## src/rtl/slot_allocator_reuse_delay_assert.svh

```systemverilog
// Assertion macros for the slot allocator.
// Used by the top level only; depends on nothing else.
`ifndef SLOT_ALLOCATOR_REUSE_DELAY_ASSERT_SVH
`define SLOT_ALLOCATOR_REUSE_DELAY_ASSERT_SVH

`define SARD_ASSERT_IMPL(label, clk, rst_n, ante, cons) \
    label: assert property (@(posedge clk) disable iff (!rst_n) (ante) |-> (cons)) \
        else $error("slot allocator: implication check failed");

`define SARD_ASSERT_NEXT(label, clk, rst_n, ante, cons) \
    label: assert property (@(posedge clk) disable iff (!rst_n) (ante) |=> (cons)) \
        else $error("slot allocator: next-cycle check failed");

`endif

```

## src/rtl/sard_ram.sv

```systemverilog
// Generic single-write, single-read RAM with registered read data.
// Depends on nothing.
module sard_ram #(
    parameter int WIDTH = 8,
    parameter int DEPTH = 16
) (
    input  logic                     clk,
    input  logic                     we,
    input  logic [$clog2(DEPTH)-1:0] waddr,
    input  logic [WIDTH-1:0]         wdata,
    input  logic [$clog2(DEPTH)-1:0] raddr,
    output logic [WIDTH-1:0]         rdata
);

    logic [WIDTH-1:0] mem [DEPTH];

    always_ff @(posedge clk)
    begin
        if (we)
        begin
            mem[waddr] <= wdata;
        end
        rdata <= mem[raddr];
    end

endmodule

```

## config.mk

```make
export PLATFORM = sky130hd
export DESIGN_NAME = sard_ram
export DESIGN_NICKNAME = d
export VERILOG_FILES = /design/src/rtl/slot_allocator_reuse_delay_assert.svh /design/src/rtl/sard_ram.sv
export SDC_FILE = /design/constraint.sdc
export NUM_CORES = 1
export LEC_CHECK = 0
export ABC_AREA = 1
export BUFFER_PORTS_ARGS = -buffer_cell sky130_fd_sc_hd__clkbuf_2
export CAP_MARGIN = 15
export CORE_UTILIZATION = 60
export DETAILED_ROUTE_END_ITERATION = 16
export PLACE_DENSITY = 0.78
export SLEW_MARGIN = 10
export SYNTH_ARGS = -nofsm -noshare
export SYNTH_HDL_FRONTEND = slang
export SYNTH_SLANG_ARGS = --single-unit
export TNS_END_PERCENT = 100
```

## constraint.sdc

```tcl
create_clock -name clk -period 1.9 [get_ports clk]
set_clock_uncertainty 0.2 [all_clocks]
set_input_delay 0.38 -clock clk [delete_from_list [all_inputs] [get_ports clk]]
set_output_delay 0.38 -clock clk [all_outputs]
set_load 0.02 [all_outputs]
```

==> run_results.csv <==
group,metric,value,unit
clock_tree,clock_sinks,136,
routing,drt_iter0_markers,366,
global_routing,grtUsageTotal,27.7,%
routing,wl_per_cell,17.4,um
clock_tree,clk_path_buf_depth,2,
setup_path,crit_required,1.32,ns
clock_tree,cts_tree,"done",
clock_tree,postCtsSetupRepairBufs,0,
setup_path,r2r-start,"mem[4][4]",
setup_path,reg2regPathDepth,6,
placement,place_hpwl,7600,um
sta,max_slew_margin,69.8,%
setup_path,crit_arrival,1.05,ns
routing,firstDrtPassIters,5,
worst_hold_path,worst_hold_path_type,"input port to flop",
sta,rsz0062_at_grt,"false",
placement,io_buffers,25,
synth,syn_nets,569,
synth,synth_cell_types,12,
die,die_area,10000,sq um
synth,yosysWarningCount,0,
status,status,"completed",
setup_path,crit_buf_inv,1,
die,start_util,62.1,%
placement,dpl_cell_area,6100,sq um
synth,synth.area.top_cells,"edfxtp_1, nand2_1, nand3_1, inv_1, dfxtp_1",
placement,place_congestion,0.841,
clock_tree,clock_latency,0.52,ns
routing,wl,12800,um
power_and_ir_drop,leakagePower,2.91,nW
worst_hold_path,min_to,"rdata[0]",
finish,antennaDiodeCount,0,
sta,finalCritPeriodShare,85.6,%
clock_tree,cts_repair_resize_count,0,
global_routing,grt_antenna_before_repair,0,
worst_hold_path,hold_depth,3,
sta,min_period,1.63,ns
synth,synthMuxAreaShare,0,%
synth,yosysTopAreaCell,"edfxtp_1",
job,drv_cap,0,
synth,synthAdderAreaFrac,0,%
sta,hold_viol,0,
die,ios,26,
setup_path,critPathTopFamily,"flip-flops",
clock_tree,cts_inserted_buffers,17,
global_routing,grt_pass1_vias,3804,
routing,drc,0,
clock_tree,cts_max_level,4,
synth,synth_top_family_by_area,"simple AND/OR/NAND/NOR gates",
die,die_h,100,um
sta,fin_setup_tns,0,ns
routing,vias,3942,
setup_path,cp-end-kind,"output pin",
setup_path,cpMaxStageDelayCell,"dfxtp_1",
synth,syn_area_per_cell,10.5,sq um
finish,drive_gt1_share,12.5,%
setup_path,crit_path_start_kind,"flop",
routing,antenna_left,0,
synth,synthDominantCellAreaShare,66.7,%
global_routing,grt_pass1_wl,19700,um
synth,ys_seq_area_share,69.4,%
die,rows,35,
global_routing,grt_max_degree,65,
power_and_ir_drop,powerDensity,1010,nW/um^2
setup_path,path_class,"flop to output pin",
sta,maxSlewViolCount,0,
worst_hold_path,hold_start,"raddr[3]",
clock_tree,hold_buffers,0,
sta,max_freq,0.615,GHz
setup_path,crit_chain,"clkbuf_2",
die,die-width,100,um
die,core,9280,sq um
synth,synthSimpleGateAreaFrac,21.0,%
global_routing,grt_overflow,0,
finish,area_delta_synth_final,14.8,%
synth,synth_compound_area_share,0,%
setup_path,reg2reg_to,"rdata[4]",
sta,setup_viol,0,
power_and_ir_drop,ir_drop,0.000596,V
setup_path,r2r_slack,0.64,ns
finish,fin_area,6620,sq um
finish,final_net_count,612,
sta,worstMarginPinSlew,0.453,ns
synth,syn_inst,551,
routing,via_per_inst,5.36,
setup_path,worst-path-max-fanout,1,
clock_tree,cts.reportedPaths.clkPinSlew,0.06,ns
setup_path,slowest_delay,0.34,ns
synth,synth_area,5770,sq um
clock_tree,clockRootBuffer,"clkbuf_8",
synth,synth_seq_cells,136,
synth,synth_xor_area_share,0,%
synth_stat cells:
cell,number
buf_1,1
buf_2,13
buf_4,4
buf_6,6
dfxtp_1,8
edfxtp_1,128
inv_1,100
inv_2,2
nand2_1,173
nand3_1,97
nand3b_1,2
nor2_1,17
report_power, final:
part | switching (mW) | leakage (nW) | internal [mW]
Combinational | 0.311 | 1.43 | 0.128
Sequential | 0.0208 | 1.22 | 3.36
Clock | 1.16 | 0.258 | 1.74
Total | 1.49 | 2.91 | 5.23
how the worst max path moves through the flow:
stage	cells past startpoint	slack (ns)	start	endpoint
3_3_place_gp	8	0.23	raddr[0]	rdata[6]
5_1_grt	1	0.24	rdata[2]	rdata[2]
2_1_floorplan	2	0.37	waddr[2]	mem[10][0]
3_5_place_dp	8	0.23	raddr[0]	rdata[4]
6_report	1	0.27	rdata[2]	rdata[2]
4_1_cts	1	0.25	rdata[2]	rdata[2]
layout make-up:
type	instances	area [sq um]
flip-flops and latches	136	4000
fillers	667	2670
multi-input cells	289	1210
clock buffers	21	439
inverters	102	383
repair buffers	48	335
well taps	129	161
clock inverters	11	82.6
registers in the layout, summed over array words and instances, names as in the netlist:
register	cells
mem	128
rdata	8
per-layer routing:
layer,track usage [%],vias to the layer above,wire length (um)
li1,-,1862,-
met1,35.4,1837,4980
met2,45.6,208,6320
met3,5.85,35,1070
met4,13.6,0,414
met5,0,-,0
layout by cell type, fill, tap and decap left out, drive strengths merged:
cell type,instances
nand2,173
buf,23
clkbuf,46
bufinv,1
clkinv,9
nand3b,2
inv,102
clkinvlp,1
dfxtp,8
edfxtp,128
nor2,17
nand3,97
metrics by stage:
step / total power [mW] / instances / hold WS [ns] / worst slack [ns] / utilization [%]
final: 6.71 / 736 / 0.0624 / 0.274 / 71.3
after global routing: 6.88 / 736 / 0.0797 / 0.242 / 71.3
after CTS: 6.71 / 736 / 0.0528 / 0.247 / 71.3
after detailed placement: 3.87 / 704 / 0.438 / 0.227 / 65.7
after global placement: 3.85 / 704 / 0.426 / 0.231 / 65.7
after floorplan: 3.69 / 551 / 0.279 / 0.369 / -
logic make-up (layout without fill, tap and decap cells):
group	after synthesis	in the layout
buffers and inverters	126	182
flip-flops	136	136
AND/OR/NAND/NOR	289	289
Note: power is estimated with default switching activity, not from simulation.
